`config.mk`:
```
export PLATFORM = sky130hd
export DESIGN_NAME = richtmyer_sequence_generator_core_flat
export DESIGN_NICKNAME = d
export VERILOG_FILES = /design/src/rsg_pkg.sv /design/src/rsg_if.sv /design/src/rsg_front.sv /design/src/rsg_queue.sv /design/src/rsg_back.sv /design/src/richtmyer_sequence_generator_core.sv /design/src/flat_wrapper.sv
export SDC_FILE = /design/constraint.sdc
export NUM_CORES = 2
export LEC_CHECK = 0
export ABC_AREA = 1
export BUFFER_PORTS_ARGS = -buffer_cell sky130_fd_sc_hd__buf_4
export CAP_MARGIN = 10
export CORE_MARGIN = 2
export CORE_UTILIZATION = 60
export DETAILED_ROUTE_END_ITERATION = 7
export HOLD_SLACK_MARGIN = 0.05
export PLACE_DENSITY_LB_ADDON = 0.3
export SYNTH_ARGS = -nofsm -noshare
export SYNTH_HDL_FRONTEND = slang
export SYNTH_SLANG_ARGS = --single-unit
```
`constraint.sdc`:
```
create_clock -name clock -period 8.55 [get_ports clock]
set_input_delay 0.4275 -clock clock [delete_from_list [all_inputs] [get_ports clock]]
set_output_delay 0.4275 -clock clock [all_outputs]
set_load 0.02 [all_outputs]
```
`src/rsg_pkg.sv`:
```
// ----------------------------------------------------------------------------
// rsg_pkg
// Shared types, codes and the scramble function of the sequence generator.
// ----------------------------------------------------------------------------
package rsg_pkg;

   // Operation codes of an input item.
   typedef enum logic [1:0] {
      OP_LOAD   = 2'd0,
      OP_GEN    = 2'd1,
      OP_SEED   = 2'd2,
      OP_MIDDLE = 2'd3
   } op_type;

   // Scramble modes.
   typedef enum logic [1:0] {
      SCR_NONE  = 2'd0,
      SCR_THIRD = 2'd1,
      SCR_THUE  = 2'd2,
      SCR_GRAY  = 2'd3
   } scramble_type;

   // Configuration register indexes.
   localparam logic CSR_DIMS = 1'b0;
   localparam logic CSR_MODE = 1'b1;

   localparam logic [63:0] THIRD_PAT = 64'h5555_5555_5555_5555;
   localparam logic [63:0] THUE_PAT  = 64'h6996_9669_6996_9669;
   localparam int          SEED_BITS = 8;
   localparam logic [4:0]  DIMS_RESET = 5'd1;

   // Control part of a queued command.
   typedef struct packed {
      op_type     kind;
      logic [3:0] dim;
      logic [7:0] seed_byte;
      logic       seed_first;
   } cmd_type;

   // Back-end sequencer states.
   typedef enum logic [2:0] {
      ST_IDLE,
      ST_LOAD,
      ST_GEN_STEP,
      ST_GEN_EMIT,
      ST_SEED,
      ST_MIDDLE
   } state_type;

   // Scramble the bits of a below k, the top set bit of m & ~a.
   function automatic logic [63:0] scramble64(input logic [63:0] a, input logic [63:0] m,
                                              input scramble_type mode);
      logic [63:0] smear;
      logic [63:0] low;
      logic [63:0] g;
      smear = m & ~a;
      smear = smear | (smear >> 1);
      smear = smear | (smear >> 2);
      smear = smear | (smear >> 4);
      smear = smear | (smear >> 8);
      smear = smear | (smear >> 16);
      smear = smear | (smear >> 32);
      low = smear >> 1;
      g = a & low;
      g = g ^ (g >> 1);
      g = g ^ (g >> 2);
      g = g ^ (g >> 4);
      g = g ^ (g >> 8);
      g = g ^ (g >> 16);
      g = g ^ (g >> 32);
      case (mode)
         SCR_THIRD: scramble64 = a ^ (THIRD_PAT & low);
         SCR_THUE:  scramble64 = a ^ (THUE_PAT & low);
         SCR_GRAY:  scramble64 = (a & ~low) | g;
         default:   scramble64 = a;
      endcase
   endfunction

endpackage

```
`src/rsg_if.sv`:
```
// ----------------------------------------------------------------------------
// rsg_req_if / rsg_rsp_if
// Valid/ready channels for command items and coordinate results.
// ----------------------------------------------------------------------------
interface rsg_req_if #(parameter int VALUE_WIDTH = 48);
   logic                   valid;
   logic                   ready;
   logic [1:0]             op;
   logic [3:0]             dim_index;
   logic [VALUE_WIDTH-1:0] step_value;
   logic [VALUE_WIDTH-1:0] modulus_value;
   logic [7:0]             seed_byte;
   logic                   seed_first;

   modport source (output valid, op, dim_index, step_value, modulus_value, seed_byte,
                   seed_first, input ready);
   modport sink (input valid, op, dim_index, step_value, modulus_value, seed_byte,
                 seed_first, output ready);
endinterface

interface rsg_rsp_if #(parameter int VALUE_WIDTH = 48);
   logic                 valid;
   logic                 ready;
   logic [3:0]           dim_out;
   logic [VALUE_WIDTH:0] point_numerator;
   logic [VALUE_WIDTH:0] point_denominator;
   logic                 last;

   modport source (output valid, dim_out, point_numerator, point_denominator, last,
                   input ready);
   modport sink (input valid, dim_out, point_numerator, point_denominator, last,
                 output ready);
endinterface

```
`src/rsg_front.sv`:
```
// ----------------------------------------------------------------------------
// rsg_front
// Input register: takes command items and classifies them by operation.
// ----------------------------------------------------------------------------
module rsg_front #(
   parameter int VALUE_WIDTH = 48
) (
   input  logic                     clock,
   input  logic                     reset,
   rsg_req_if.sink                  req,
   output logic                     push,
   input  logic                     push_ready,
   output rsg_pkg::cmd_type         push_cmd,
   output logic [VALUE_WIDTH-1:0]   push_step,
   output logic [VALUE_WIDTH-1:0]   push_mod
);
   import rsg_pkg::*;

   logic                   vld_ff, vld_in;
   cmd_type                cmd_ff, cmd_in;
   logic [VALUE_WIDTH-1:0] step_ff, mod_ff;

   assign req.ready = !vld_ff || push_ready;

   // Classify the item by its operation code.
   always_comb begin
      cmd_in.kind       = op_type'(req.op);
      cmd_in.dim        = req.dim_index;
      cmd_in.seed_byte  = req.seed_byte;
      cmd_in.seed_first = req.seed_first;
      vld_in = (vld_ff && !push_ready) || (req.valid && req.ready);
   end

   always_ff @(posedge clock) begin
      if (reset) begin
         vld_ff <= 1'b0;
      end else begin
         vld_ff <= vld_in;
      end
      if (req.valid && req.ready) begin
         cmd_ff  <= cmd_in;
         step_ff <= req.step_value;
         mod_ff  <= req.modulus_value;
      end
   end

   assign push      = vld_ff;
   assign push_cmd  = cmd_ff;
   assign push_step = step_ff;
   assign push_mod  = mod_ff;
endmodule

```
`src/rsg_queue.sv`:
```
// ----------------------------------------------------------------------------
// rsg_queue
// Two-entry command queue between the front and the back end.
// ----------------------------------------------------------------------------
module rsg_queue #(
   parameter int VALUE_WIDTH = 48
) (
   input  logic                   clock,
   input  logic                   reset,
   input  logic                   push,
   output logic                   push_ready,
   input  rsg_pkg::cmd_type       push_cmd,
   input  logic [VALUE_WIDTH-1:0] push_step,
   input  logic [VALUE_WIDTH-1:0] push_mod,
   output logic                   pop_valid,
   input  logic                   pop,
   output rsg_pkg::cmd_type       pop_cmd,
   output logic [VALUE_WIDTH-1:0] pop_step,
   output logic [VALUE_WIDTH-1:0] pop_mod
);
   import rsg_pkg::*;

   cmd_type                cmd_ff  [2];
   logic [VALUE_WIDTH-1:0] step_ff [2];
   logic [VALUE_WIDTH-1:0] mod_ff  [2];
   logic                   wp_ff, rp_ff;
   logic [1:0]             cnt_ff, cnt_in;
   logic                   do_push, do_pop;

   assign push_ready = (cnt_ff != 2'd2);
   assign pop_valid  = (cnt_ff != 2'd0);
   assign do_push    = push && push_ready;
   assign do_pop     = pop && pop_valid;

   // Occupancy follows pushes and pops.
   always_comb begin
      cnt_in = cnt_ff;
      if (do_push && !do_pop) begin
         cnt_in = cnt_ff + 2'd1;
      end else if (do_pop && !do_push) begin
         cnt_in = cnt_ff - 2'd1;
      end
   end

   always_ff @(posedge clock) begin
      if (reset) begin
         wp_ff  <= 1'b0;
         rp_ff  <= 1'b0;
         cnt_ff <= 2'd0;
      end else begin
         cnt_ff <= cnt_in;
         if (do_push) wp_ff <= !wp_ff;
         if (do_pop)  rp_ff <= !rp_ff;
      end
      if (do_push) begin
         cmd_ff[wp_ff]  <= push_cmd;
         step_ff[wp_ff] <= push_step;
         mod_ff[wp_ff]  <= push_mod;
      end
   end

   assign pop_cmd  = cmd_ff[rp_ff];
   assign pop_step = step_ff[rp_ff];
   assign pop_mod  = mod_ff[rp_ff];
endmodule

```
`src/rsg_back.sv`:
```
// ----------------------------------------------------------------------------
// rsg_back
// Sequencer that executes commands on the per-dimension tables.
// ----------------------------------------------------------------------------
module rsg_back #(
   parameter int MAX_DIMS    = 16,
   parameter int VALUE_WIDTH = 48
) (
   input  logic                   clock,
   input  logic                   reset,
   input  logic [4:0]             cfg_dims,
   input  rsg_pkg::scramble_type  cfg_mode,
   input  logic                   pop_valid,
   output logic                   pop,
   input  rsg_pkg::cmd_type       pop_cmd,
   input  logic [VALUE_WIDTH-1:0] pop_step,
   input  logic [VALUE_WIDTH-1:0] pop_mod,
   rsg_rsp_if.source              rsp
);
   import rsg_pkg::*;

   localparam int W  = VALUE_WIDTH;
   localparam int DW = (MAX_DIMS > 1) ? $clog2(MAX_DIMS) : 1;
   localparam int NW = $clog2(MAX_DIMS + 1);
   localparam int CW = $clog2(W + 1);

   // Per-dimension tables; the accumulator reads zero until written.
   logic [W-1:0]        step_tab [MAX_DIMS];
   logic [W-1:0]        mod_tab  [MAX_DIMS];
   logic [W-1:0]        acc_tab  [MAX_DIMS];
   logic [MAX_DIMS-1:0] acc_vld_ff;

   state_type    state_ff, state_in;
   cmd_type      cmd_ff, cmd_in;
   logic [NW-1:0] d_ff, d_in;
   logic [DW-1:0] pos_ff, pos_in;
   logic [CW-1:0] cnt_ff, cnt_in;
   logic [W-1:0]  r_ff, r_in;
   logic [W-1:0]  sh_ff, sh_in;
   logic [W-1:0]  mod_ff, mod_in;

   logic [NW-1:0] n;
   logic [DW-1:0] rd_idx;
   logic [W-1:0]  rd_step, rd_mod, rd_acc;
   logic          acc_we, tab_we;
   logic [DW-1:0] acc_wa;
   logic [W-1:0]  acc_wd;
   logic [W:0]    sum, trial;
   logic [W-1:0]  gen_acc, scr;
   logic [DW-1:0] seed_start;
   logic [NW-1:0] pos_next;
   logic          slot_free;

   logic             out_vld_ff, out_vld_in;
   logic [3:0]       out_dim_ff;
   logic [W:0]       out_num_ff, out_den_ff;
   logic             out_last_ff;
   logic             out_load;

   // Dimensions in use, saturated to the table depth.
   assign n = (32'(cfg_dims) > MAX_DIMS) ? NW'(MAX_DIMS) : NW'(cfg_dims);

   // Seeding starts at the stored position unless restarted or past the end.
   always_comb begin
      seed_start = pop_cmd.seed_first ? '0 : pos_ff;
      if (NW'(seed_start) >= n) seed_start = '0;
   end

   assign rd_idx  = (state_ff == ST_IDLE) ? seed_start : d_ff[DW-1:0];
   assign rd_step = step_tab[rd_idx];
   assign rd_mod  = mod_tab[rd_idx];
   assign rd_acc  = acc_vld_ff[rd_idx] ? acc_tab[rd_idx] : '0;

   // One modular add for generate.
   always_comb begin
      sum = {1'b0, rd_acc} + {1'b0, rd_step};
      if (rd_mod == '0) begin
         gen_acc = '0;
      end else if (sum >= {1'b0, rd_mod}) begin
         gen_acc = W'(sum - {1'b0, rd_mod});
      end else begin
         gen_acc = W'(sum);
      end
   end

   // Shift-subtract step shared by step reduction and seeding.
   always_comb begin
      trial = {r_ff, sh_ff[W-1]};
      if (trial >= {1'b0, mod_ff}) trial = trial - {1'b0, mod_ff};
   end

   assign scr       = W'(scramble64(64'(r_ff), 64'(mod_ff), cfg_mode));
   assign slot_free = !out_vld_ff || rsp.ready;
   assign pos_next  = (NW'(d_ff) + NW'(1) >= n) ? '0 : NW'(d_ff) + NW'(1);

   // Sequencer.
   always_comb begin
      state_in = state_ff;
      cmd_in   = cmd_ff;
      d_in     = d_ff;
      pos_in   = pos_ff;
      cnt_in   = cnt_ff;
      r_in     = r_ff;
      sh_in    = sh_ff;
      mod_in   = mod_ff;
      pop      = 1'b0;
      acc_we   = 1'b0;
      acc_wa   = d_ff[DW-1:0];
      acc_wd   = '0;
      tab_we   = 1'b0;
      out_load = 1'b0;
      unique case (state_ff)
         ST_IDLE: begin
            if (pop_valid) begin
               pop    = 1'b1;
               cmd_in = pop_cmd;
               d_in   = '0;
               unique case (pop_cmd.kind)
                  OP_LOAD: begin
                     if (32'(pop_cmd.dim) < MAX_DIMS) begin
                        state_in = ST_LOAD;
                        r_in     = '0;
                        sh_in    = pop_step;
                        mod_in   = pop_mod;
                        cnt_in   = CW'(W);
                     end
                  end
                  OP_GEN: begin
                     if (n != '0) state_in = ST_GEN_STEP;
                  end
                  OP_SEED: begin
                     if (pop_cmd.seed_first) pos_in = '0;
                     if (n != '0) begin
                        state_in = ST_SEED;
                        d_in     = NW'(seed_start);
                        r_in     = rd_acc;
                        mod_in   = rd_mod;
                        sh_in    = {pop_cmd.seed_byte, {(W-SEED_BITS){1'b0}}};
                        cnt_in   = CW'(SEED_BITS);
                     end
                  end
                  default: begin
                     if (n != '0) state_in = ST_MIDDLE;
                  end
               endcase
            end
         end
         ST_LOAD: begin
            r_in   = W'(trial);
            sh_in  = sh_ff << 1;
            cnt_in = cnt_ff - CW'(1);
            if (cnt_ff == CW'(1)) begin
               tab_we   = 1'b1;
               acc_we   = 1'b1;
               acc_wa   = DW'(cmd_ff.dim);
               acc_wd   = '0;
               state_in = ST_IDLE;
            end
         end
         ST_GEN_STEP: begin
            acc_we   = 1'b1;
            acc_wd   = gen_acc;
            r_in     = gen_acc;
            mod_in   = rd_mod;
            state_in = ST_GEN_EMIT;
         end
         ST_GEN_EMIT: begin
            if (slot_free) begin
               out_load = 1'b1;
               d_in     = d_ff + NW'(1);
               state_in = (d_ff + NW'(1) == n) ? ST_IDLE : ST_GEN_STEP;
            end
         end
         ST_SEED: begin
            r_in   = W'(trial);
            sh_in  = sh_ff << 1;
            cnt_in = cnt_ff - CW'(1);
            if (cnt_ff == CW'(1)) begin
               acc_we   = 1'b1;
               acc_wd   = (mod_ff == '0) ? '0 : W'(trial);
               pos_in   = DW'(pos_next);
               state_in = ST_IDLE;
            end
         end
         ST_MIDDLE: begin
            acc_we = 1'b1;
            acc_wd = rd_mod >> 1;
            d_in   = d_ff + NW'(1);
            if (d_ff + NW'(1) == n) state_in = ST_IDLE;
         end
         default: state_in = ST_IDLE;
      endcase
   end

   assign out_vld_in = out_load || (out_vld_ff && !rsp.ready);

   always_ff @(posedge clock) begin
      if (reset) begin
         state_ff   <= ST_IDLE;
         pos_ff     <= '0;
         acc_vld_ff <= '0;
         out_vld_ff <= 1'b0;
      end else begin
         state_ff   <= state_in;
         pos_ff     <= pos_in;
         out_vld_ff <= out_vld_in;
         if (acc_we) acc_vld_ff[acc_wa] <= 1'b1;
      end
      cmd_ff <= cmd_in;
      d_ff   <= d_in;
      cnt_ff <= cnt_in;
      r_ff   <= r_in;
      sh_ff  <= sh_in;
      mod_ff <= mod_in;
      if (acc_we) acc_tab[acc_wa] <= acc_wd;
      if (tab_we) begin
         step_tab[DW'(cmd_ff.dim)] <= W'(trial);
         mod_tab[DW'(cmd_ff.dim)]  <= mod_ff;
      end
      if (out_load) begin
         out_dim_ff  <= 4'(d_ff);
         out_num_ff  <= {scr, 1'b1};
         out_den_ff  <= {mod_ff, 1'b0};
         out_last_ff <= (d_ff + NW'(1) == n);
      end
   end

   assign rsp.valid             = out_vld_ff;
   assign rsp.dim_out           = out_dim_ff;
   assign rsp.point_numerator   = out_num_ff;
   assign rsp.point_denominator = out_den_ff;
   assign rsp.last              = out_last_ff;
endmodule

```
`src/richtmyer_sequence_generator_core.sv`:
```
// ----------------------------------------------------------------------------
// richtmyer_sequence_generator_core
// Scrambled Richtmyer sequence generator with a register port.
// ----------------------------------------------------------------------------
//  Channel  Direction  Transfer
//  req_ch   in         one command item (load, generate, seed, middle)
//  rsp_ch   out        one coordinate of a point, last flags the final one
//  csr_*    in/out     APB register writes and reads
//
// Every item passes through the front register, the queue and a dispatch
// step in the sequencer before its work starts. A generate item then works
// through each dimension in use with a modular add, then a scramble into the
// output register. A load reduces the step by shift-subtract over its
// VALUE_WIDTH bits; a seed byte goes through the same shift-subtract over its
// eight bits; a middle item visits each dimension in use.
// Reset is synchronous; no clearing pass is needed. A stalled result holds
// the sequencer, while the front register and queue keep taking items until
// all three slots are full.
module richtmyer_sequence_generator_core #(
   parameter int MAX_DIMS    = 16,
   parameter int VALUE_WIDTH = 48
) (
   input  logic        clock,
   input  logic        reset,
   rsg_req_if.sink     req_ch,
   rsg_rsp_if.source   rsp_ch,
   input  logic        csr_psel,
   input  logic        csr_penable,
   input  logic        csr_pwrite,
   input  logic [2:0]  csr_paddr,
   input  logic [31:0] csr_pwdata,
   output logic [31:0] csr_prdata,
   output logic        csr_pready
);
   import rsg_pkg::*;

   logic [4:0]             dims_ff;
   scramble_type           mode_ff;
   logic                   push, push_ready, pop_valid, pop;
   cmd_type                push_cmd, pop_cmd;
   logic [VALUE_WIDTH-1:0] push_step, push_mod, pop_step, pop_mod;

   // Register port.
   assign csr_pready = 1'b1;
   always_ff @(posedge clock) begin
      if (reset) begin
         dims_ff <= DIMS_RESET;
         mode_ff <= SCR_NONE;
      end else if (csr_psel && csr_penable && csr_pwrite) begin
         case (csr_paddr[2])
            CSR_DIMS: dims_ff <= csr_pwdata[4:0];
            default:  mode_ff <= scramble_type'(csr_pwdata[1:0]);
         endcase
      end
   end

   always_comb begin
      case (csr_paddr[2])
         CSR_DIMS: csr_prdata = {27'd0, dims_ff};
         default:  csr_prdata = {30'd0, mode_ff};
      endcase
   end

   rsg_front #(.VALUE_WIDTH(VALUE_WIDTH)) u_front (
      .clock(clock), .reset(reset), .req(req_ch),
      .push(push), .push_ready(push_ready), .push_cmd(push_cmd),
      .push_step(push_step), .push_mod(push_mod)
   );

   rsg_queue #(.VALUE_WIDTH(VALUE_WIDTH)) u_queue (
      .clock(clock), .reset(reset),
      .push(push), .push_ready(push_ready), .push_cmd(push_cmd),
      .push_step(push_step), .push_mod(push_mod),
      .pop_valid(pop_valid), .pop(pop), .pop_cmd(pop_cmd),
      .pop_step(pop_step), .pop_mod(pop_mod)
   );

   rsg_back #(.MAX_DIMS(MAX_DIMS), .VALUE_WIDTH(VALUE_WIDTH)) u_back (
      .clock(clock), .reset(reset), .cfg_dims(dims_ff), .cfg_mode(mode_ff),
      .pop_valid(pop_valid), .pop(pop), .pop_cmd(pop_cmd),
      .pop_step(pop_step), .pop_mod(pop_mod), .rsp(rsp_ch)
   );
endmodule
```
`src/flat_wrapper.sv`:
```
// flat-port wrapper written by rule: the top's interface ports become plain ports
module richtmyer_sequence_generator_core_flat import rsg_pkg::*;
#(
   parameter int MAX_DIMS    = 16,
   parameter int VALUE_WIDTH = 48
)
  (clock, reset, csr_psel, csr_penable, csr_pwrite, csr_paddr, csr_pwdata, csr_prdata, csr_pready, req_ch_valid, req_ch_op, req_ch_dim_index, req_ch_step_value, req_ch_modulus_value, req_ch_seed_byte, req_ch_seed_first, req_ch_ready, rsp_ch_valid, rsp_ch_dim_out, rsp_ch_point_numerator, rsp_ch_point_denominator, rsp_ch_last, rsp_ch_ready);
  rsg_req_if #(.VALUE_WIDTH(VALUE_WIDTH)) req_ch_i ();
  rsg_rsp_if #(.VALUE_WIDTH(VALUE_WIDTH)) rsp_ch_i ();
  input  logic clock;
  input  logic reset;
  input  logic csr_psel;
  input  logic csr_penable;
  input  logic csr_pwrite;
  input  logic [2:0] csr_paddr;
  input  logic [31:0] csr_pwdata;
  output logic [31:0] csr_prdata;
  output logic csr_pready;
  input wire logic [$bits(req_ch_i.valid)-1:0] req_ch_valid;
  input wire logic [$bits(req_ch_i.op)-1:0] req_ch_op;
  input wire logic [$bits(req_ch_i.dim_index)-1:0] req_ch_dim_index;
  input wire logic [$bits(req_ch_i.step_value)-1:0] req_ch_step_value;
  input wire logic [$bits(req_ch_i.modulus_value)-1:0] req_ch_modulus_value;
  input wire logic [$bits(req_ch_i.seed_byte)-1:0] req_ch_seed_byte;
  input wire logic [$bits(req_ch_i.seed_first)-1:0] req_ch_seed_first;
  output wire logic [$bits(req_ch_i.ready)-1:0] req_ch_ready;
  output wire logic [$bits(rsp_ch_i.valid)-1:0] rsp_ch_valid;
  output wire logic [$bits(rsp_ch_i.dim_out)-1:0] rsp_ch_dim_out;
  output wire logic [$bits(rsp_ch_i.point_numerator)-1:0] rsp_ch_point_numerator;
  output wire logic [$bits(rsp_ch_i.point_denominator)-1:0] rsp_ch_point_denominator;
  output wire logic [$bits(rsp_ch_i.last)-1:0] rsp_ch_last;
  input wire logic [$bits(rsp_ch_i.ready)-1:0] rsp_ch_ready;
  assign req_ch_i.valid = req_ch_valid;
  assign req_ch_i.op = req_ch_op;
  assign req_ch_i.dim_index = req_ch_dim_index;
  assign req_ch_i.step_value = req_ch_step_value;
  assign req_ch_i.modulus_value = req_ch_modulus_value;
  assign req_ch_i.seed_byte = req_ch_seed_byte;
  assign req_ch_i.seed_first = req_ch_seed_first;
  assign req_ch_ready = req_ch_i.ready;
  assign rsp_ch_valid = rsp_ch_i.valid;
  assign rsp_ch_dim_out = rsp_ch_i.dim_out;
  assign rsp_ch_point_numerator = rsp_ch_i.point_numerator;
  assign rsp_ch_point_denominator = rsp_ch_i.point_denominator;
  assign rsp_ch_last = rsp_ch_i.last;
  assign rsp_ch_i.ready = rsp_ch_ready;
  richtmyer_sequence_generator_core #(.MAX_DIMS(MAX_DIMS), .VALUE_WIDTH(VALUE_WIDTH)) u_core (.clock(clock), .reset(reset), .req_ch(req_ch_i), .rsp_ch(rsp_ch_i), .csr_psel(csr_psel), .csr_penable(csr_penable), .csr_pwrite(csr_pwrite), .csr_paddr(csr_paddr), .csr_pwdata(csr_pwdata), .csr_prdata(csr_prdata), .csr_pready(csr_pready));
endmodule
```
; Yosys cells after proc, flatten, opt, wreduce, memory -nomap -nowiden
; Memory sizes are Yosys's and may differ from the RTL's. A register that Yosys moved wholly into a read port is not among the register bits.
; Cells that the tools add are included.
[classes]
add_sub_neg = 7
magnitude_cmp = 8
eq_ne = 23
muxes = 76
bitwise_logic = 22
n_reduce_logical = 45
[op_table]
columns = cell, count
row1 = 48-bit two-way mux, 12
row2 = 48-bit one-hot mux with 2 select lines, 5
row3 = 48-bit one-hot mux with 3 select lines, 3
row4 = 49-bit by 48-bit greater-or-equal comparator with 1-bit output, 2
row5 = 48-bit zero test, 2
row6 = 48-bit subtractor, 2
row7 = 48-bit by 64-bit AND with 64-bit output, 1
row8 = 48-bit NOT with 64-bit output, 1
row9 = 64-bit by 32-bit bitwise OR with 64-bit output, 1
row10 = 64-bit by 48-bit bitwise OR with 64-bit output, 1
row11 = 64-bit by 56-bit bitwise OR with 64-bit output, 1
row12 = 64-bit by 60-bit bitwise OR with 64-bit output, 1
row13 = 64-bit by 62-bit bitwise OR with 64-bit output, 1
row14 = 64-bit by 63-bit bitwise OR with 64-bit output, 1
row15 = 48-bit by 63-bit AND with 63-bit output, 1
row16 = 63-bit by 47-bit bitwise XOR with 63-bit output, 1
row17 = 63-bit by 55-bit bitwise XOR with 63-bit output, 1
row18 = 63-bit by 59-bit bitwise XOR with 63-bit output, 1
row19 = 63-bit by 61-bit bitwise XOR with 63-bit output, 1
row20 = 63-bit by 62-bit bitwise XOR with 63-bit output, 1
row21 = 48-bit by 48-bit adder with 49-bit output, 1
row22 = 48-bit AND, 1
row23 = 48-bit NOT, 1
row24 = 48-bit bitwise OR, 1
row25 = 52 further kinds, 137
[word_totals]
ff_bits = 407
ramBits = 2526
inputBits = 153
wordCells = 213
n_memories = 6
[mem_list]
columns = memory, words, width, read_ports, rd_ports_with_merged_regs, write_ports, line
row1 = u_core.u_back.acc_tab, 16, 48, 1, 0, 1, rsg_back.sv:30  ; logic [W-1:0] acc_tab [MAX_DIMS];
row2 = u_core.u_back.mod_tab, 16, 48, 1, 0, 1, rsg_back.sv:29  ; logic [W-1:0] mod_tab [MAX_DIMS];
row3 = u_core.u_back.step_tab, 16, 48, 1, 0, 1, rsg_back.sv:28  ; logic [W-1:0] step_tab [MAX_DIMS];
row4 = u_core.u_queue.mod_ff, 2, 48, 1, 1, 1, rsg_queue.sv:25  ; logic [VALUE_WIDTH-1:0] mod_ff [2];
row5 = u_core.u_queue.step_ff, 2, 48, 1, 1, 1, rsg_queue.sv:24  ; logic [VALUE_WIDTH-1:0] step_ff [2];
row6 = u_core.u_queue.cmd_ff, 2, 15, 1, 1, 1, rsg_queue.sv:23  ; cmd_type cmd_ff [2];

; Logic depth before layout (Yosys ltp)
[depth]
depth_word = 17
mapped_depth = 59
ltp_nobuf = 55

; Modules after synthesis
; Synthesis repeated with hierarchy kept, for this count alone.
[hier_totals]
cells_unflattened = 11998
area_unflattened_um2 = 132361.9
[by_module_without_submodules]
columns = module, instances, cells_per_inst, area_each_um2, seq_area_each_um2
row1 = rsg_back, 1, 11409, 120100.2, 77474.3
row2 = rsg_queue, 1, 382, 8277.9, 6766.5
row3 = rsg_front, 1, 117, 3380.7, 3353.2
row4 = richtmyer_sequence_generator_core, 1, 90, 603.1, 140.1

; Worst setup path before layout
; OpenSTA, ideal clock, no wires.
[synth_timing]
path_type = register to register
from = register u_core.dims_ff[1]
to = memory u_core.u_back.acc_tab[0][3] (netlist bit), data pin
setup_time_ps = 321
arrival_time_ps = 6944
path_slack_ps = 1285
path_stages_with_launch = 51
n_path_buf = 7
synth_period_minus_slack_ps = 7265
cell_sequence = dfxtp_1 -> nor4_1 -> inv_1 -> a21oi_1 -> ha_1 -> inv_1 -> nand2_1 -> nand2_1 -> nand2_1 -> a21boi_0 -> nand2_1 -> o21ai_2 -> inv_2 -> buf_2 -> buf_4 -> buf_4 -> buf_4 -> buf_2 -> [... 15 more ...] -> a21oi_1 -> nor2_1 -> nor2_1 -> xnor2_1 -> ha_1 -> a21oi_1 -> o21ai_0 -> a21oi_1 -> nor2_1 -> nor4b_1 -> nand3_1 -> nand2_1 -> nand2_1 -> clkbuf_1 -> o21ai_0 -> a21oi_1 -> nand2_1 -> nand2_1
[synth_via]
elab_chain_len = 13
word_cells_on_any_way = 18
cone_classes = 2 x add/sub / 3 x order compare / 9 x mux / 1 x reduce/logical / 3 x memory
[synth_rtl]
columns = item, line
row1 = from (decl), richtmyer_sequence_generator_core.sv:37  ; logic [4:0] dims_ff;
row2 = from (signal assigned), richtmyer_sequence_generator_core.sv:51  ; CSR_DIMS: dims_ff <= csr_pwdata[4:0];
row3 = 5-bit greater-than comparator, rsg_back.sv:61  ; assign n = (32'(cfg_dims) > MAX_DIMS) ? NW'(MAX_DIMS) : NW'(cfg_dims);
row4 = 5-bit two-way mux (*), rsg_back.sv:61
row5 = 4-bit by 5-bit greater-or-equal comparator with 1-bit output (*), rsg_back.sv:66  ; if (NW'(seed_start) >= n) seed_start = '0;
row6 = 4-bit two-way mux (*), rsg_back.sv:66
row7 = 4-bit two-way mux (*), rsg_back.sv:69  ; assign rd_idx = (state_ff == ST_IDLE) ? seed_start : d_ff[DW-1:0];
row8 = 1-bit binary-select mux with 4-bit select, rsg_back.sv:72  ; assign rd_acc = acc_vld_ff[rd_idx] ? acc_tab[rd_idx] : '0;
row9 = 1-bit two-way mux (implied by the code), rsg_back.sv:72
row10 = 48-bit two-way mux, rsg_back.sv:72
row11 = 48-bit by 48-bit adder with 49-bit output, rsg_back.sv:76  ; sum = {1'b0, rd_acc} + {1'b0, rd_step};
row12 = 48-bit subtractor or 49-bit by 48-bit greater-or-equal comparator with 1-bit output (tied branches), "rsg_back.sv:80, rsg_back.sv:79"
row13 = 48-bit two-way mux, rsg_back.sv:79  ; end else if (sum >= {1'b0, rd_mod}) begin
row14 = 48-bit two-way mux, rsg_back.sv:77  ; if (rd_mod == '0) begin
row15 = 48-bit one-hot mux with 3 select lines (*), rsg_back.sv:112  ; unique case (state_ff)
row16 = net u_core.u_back.acc_wd[3], rsg_back.sv:47  ; logic [W-1:0] acc_wd;
row17 = to (decl), rsg_back.sv:30
; Mark *: on every way through the listed nets, which the timed path passes. The rest lies on a longest branch. The select of a mux whose other input is x is not followed.

; Worst setup path after layout
[layout_timing]
from = register u_core.dims_ff[3]
to = memory u_core.u_back.acc_tab[6][1] (netlist bit), data pin
; Same word-level chain as after synthesis.

==> flow_summary_export.csv <==
group,metric,value,unit
status,status,"completed",
cts,clockRootBuffer,"clkbuf_16",
floorplanning,die_w,472.9,um
route,drtIter0Drc,16700,
global_route,gr-usage-all-layers,0.3926,
route,viasPerCell,6.345,
global_route,grt_max_degree,137,
floorplanning,die_area,0.2237,mm^2
final_layout,final_cells,16300,
route,ant_nets,0,
sta,fmax,120.9,MHz
synthesis,yosys_warnings,0,
synthesis,postSynthAreaPerCell,10.83,um^2
cts,cts_sinks,2934,
cts,clk_pin_slew,0.06,ns
floorplanning,rows,172,
synthesis,synth_top_area_cell,"edfxtp_1",
sta,min_period,8.275,ns
worst_setup_path,r2r-start,"u_core.dims_ff[3]",
synthesis,synth_seq_cells,2934,
global_route,gr-usage-met2,0.5838,
global_route,overflow,0,
synthesis,yosysSeqAreaShare,0.6649,
final_layout,layout-drive-gt1-share,0.1288,
worst_setup_path,timing_worst_setup_path_type,"flip-flop to flip-flop",
final_layout,nets,13580,
worst_setup_path,cp-startpoint,"u_core.dims_ff[3]",
synthesis,syn_inst,12190,
global_route,first_global_vias,98860,
cts,cts.path.max_buffers,4,
cts,h-tree-depth,5,
route,wl_per_cell,27.60,um
worst_setup_path,worstSetupEndpointType,"flip-flop",
worst_setup_path,worst-path-max-fanout,17,
cts,clk_latency,0.98,ns
final_layout,final_common_cell,"edfxtp_1",
placed_design,numPortBuffers,231,
final_layout,area_delta_synth_final,17.23,%
sta,setup_viol,0,
synthesis,synth-main-ff-cell,"edfxtp_1",
worst_setup_path,crit_required,9.21,ns
route,finalWirelength,449800,um
worst_setup_path,max_stage_delay,0.37,ns
sta,final_hold_viol_count,0,
worst_setup_path,r2r_cells,49,
floorplanning,pin_count,291,
floorplanning,coreArea,0.2191,mm^2
placed_design,gp_congestion,1.104,
route,drc,0,
cts,tritoncts,"done",
sta,slew_viol_final,0,
worst_setup_path,cp_data_arrival_time,8.94,ns
worst_setup_path,critPathSlowestCell,"dfxtp_1",
placed_design,dpl.hpwl,277300,um
sta,worst-slew-pin-transition,1.299,ns
global_route,grt-busiest-layer,"met2",
placed_design,dp.cells,15590,
worst_setup_path,critPathMostFrequentCell,"buf_4",
global_route,grt_antenna_before_repair,25,
run,drv_cap,0,
global_route,grt_use_met3,0.1029,
synthesis,synth_edf_count,2897,
synthesis,syn_area,0.1319,mm^2
route,drtPass1Iterations,8,
floorplanning,initial_core_util,0.6023,
sta,slew_headroom,0.1343,
min_path,holdPathStages,2,
global_route,grt_pass1_wl,639000,um
sta,fin_skew,0.09287,ns
sta,post-route-period-util,0.9678,
route,vias,103400,
synthesis,synth_async_sr_flop_share,0,
final_layout,layout_common_cells,"2897 x edfxtp_1, 2621 x nand2_1, 1181 x nor2_1",
global_route,use_met1,0.5187,
min_path,holdCritStartpoint,"req_ch_modulus_value[21]",
floorplanning,die-height,472.9,um
cts,numCtsBuffers,306,
synthesis,yosys.area.top_type_share,0.6593,
synthesis,synth.area.top_cells,"edfxtp_1 66%, nand2_1 7.5%, o21ai_0 4.4%",
worst_setup_path,worstSetupStartpointType,"flip-flop",
synthesis,synth.distinct_cells,55,
min_path,hold_path_class,"input pin to flip-flop",
## worst max-delay path: cells and delay by family, from the launching register on
kind | cells | cell delay (ns)
XOR/XNOR | 1 | 0.16
flip-flops | 1 | 0.37
AND/OR/NAND/NOR | 19 | 2.29
AO/OA/AOI/OAI | 11 | 2.00
buffers and inverters | 15 | 2.25
adder cells (fa/ha/maj) | 3 | 0.85
## cells in the mapped netlist, drive strengths merged, types with 2 or more instances
| library cell | number |
|---|---|
| a22oi | 8 |
| o31ai | 11 |
| o21bai | 27 |
| edfxtp | 2897 |
| and3 | 3 |
| a211oi | 5 |
| nand3b | 44 |
| o22ai | 229 |
| dfxtp | 37 |
| o21a | 7 |
| clkbuf | 379 |
| a32o | 4 |
| o221ai | 68 |
| conb | 2 |
| nand3 | 1137 |
| buf | 254 |
| mux2i | 40 |
| xor2 | 117 |
| xnor2 | 98 |
| fa | 3 |
| o211ai | 67 |
| a31oi | 43 |
| nor4b | 2 |
| or2 | 9 |
| a22o | 9 |
| nor4 | 30 |
| nor2 | 1232 |
| inv | 863 |
| nor3 | 40 |
| a21boi | 10 |
| ha | 229 |
| a221oi | 2 |
| nand2 | 2641 |
| nand4 | 27 |
| a21oi | 351 |
| nor3b | 2 |
| a21o | 37 |
| o21ai | 1195 |
| o2bb2ai | 23 |
## cell type report
cell class	count	area, um^2
flip-flops and latches	2934	87740
multi-input cells	7785	38960
diodes	12	30.03
fillers	14790	64400
repair buffers	1305	11790
inverters	863	3257
well taps	2871	3592
clock inverters	158	1318
clock buffers	370	7993
## per-layer routing
| metal | wire length, um | vias up |
|---|---|---|
| li1 | - | 44690 |
| met1 | 159700 | 49450 |
| met2 | 195500 | 7719 |
| met3 | 62310 | 1530 |
| met4 | 32150 | 16 |
| met5 | 114 | - |
## cells by family (layout without fill, tap and decap cells)
| kind of cell | Yosys count | in the layout | synth area share |
|---|---|---|---|
| AO/OA/AOI/OAI | 2098 | 2098 | 0.08856 |
| XOR/XNOR | 215 | 215 | 0.01427 |
| adder cells (fa/ha/maj) | 232 | 232 | 0.02217 |
| buffers and inverters | 1496 | 2696 | 0.04573 |
| flip-flops | 2934 | 2934 | 0.6649 |
| multiplexers | 40 | 40 | 0.003034 |
| other | 2 | 42 | 0.00005692 |
| AND/OR/NAND/NOR | 5168 | 5170 | 0.1613 |
## path summary, 6_finish.rpt
kind | endpoint | slack, ns
worst min register to register | u_core.u_queue.mod_ff[1][5] | 0.44
worst min-delay path | u_core.u_front.push_mod[21] | 0.18
worst max register to register | u_core.u_back.acc_tab[6][1] | 0.28
worst max-delay path | u_core.u_back.acc_tab[6][1] | 0.28
## through the flow
step / util / hold slack, ns / TNS [ns] / cell area [um^2] / setup slack (ns)
final: 0.7061 / 0.1835 / 0 / 154700 / 0.2753
after global routing: 0.7060 / 0.1594 / -50.71 / 154700 / -0.1999
after CTS: 0.7023 / 0.1269 / 0 / 153900 / 0.005768
after detailed placement: 0.6537 / 0.4296 / 0 / 143200 / 0.05208
after global placement: 0.6537 / 0.4259 / 0 / 143200 / 0.01159
after floorplan: - / 0.4215 / 0 / 132100 / 1.285
## what timing repair did
item	4_1_cts	5_1_grt
cloned	0	12
pin swaps	0	10
resized for setup	1	93
hold buffers	133	0
setup endpoints to repair	17	816
hold endpoints to repair	145	0
setup buffers	0	18
## state kept, by name (all words and copies together) (netlist names), 3 cells and up, named ones only
signal	count
u_core.dims_ff	5
u_core.u_front.push_mod	48
u_core.u_back.cmd_ff	4
u_core.u_back.rsp.point_denominator	48
u_core.u_back.mod_tab	768
u_core.u_back.cnt_ff	6
u_core.u_back.step_tab	768
u_core.u_queue.cmd_ff	30
u_core.u_front.push_step	48
u_core.u_back.state_ff	3
u_core.u_back.pos_ff	4
u_core.u_back.mod_ff	48
u_core.u_back.d_ff	5
u_core.u_back.r_ff	48
u_core.u_front.push_cmd	15
u_core.u_queue.step_ff	96
u_core.u_back.rsp.point_numerator	48
u_core.u_back.acc_vld_ff	16
u_core.u_back.rsp.dim_out	4
u_core.u_back.acc_tab	768
u_core.u_queue.mod_ff	96
u_core.u_back.sh_ff	48
Power is left out: the tool's default activity adds up to more than one toggle a clock period on the data nets, which glitch-free logic cannot reach.
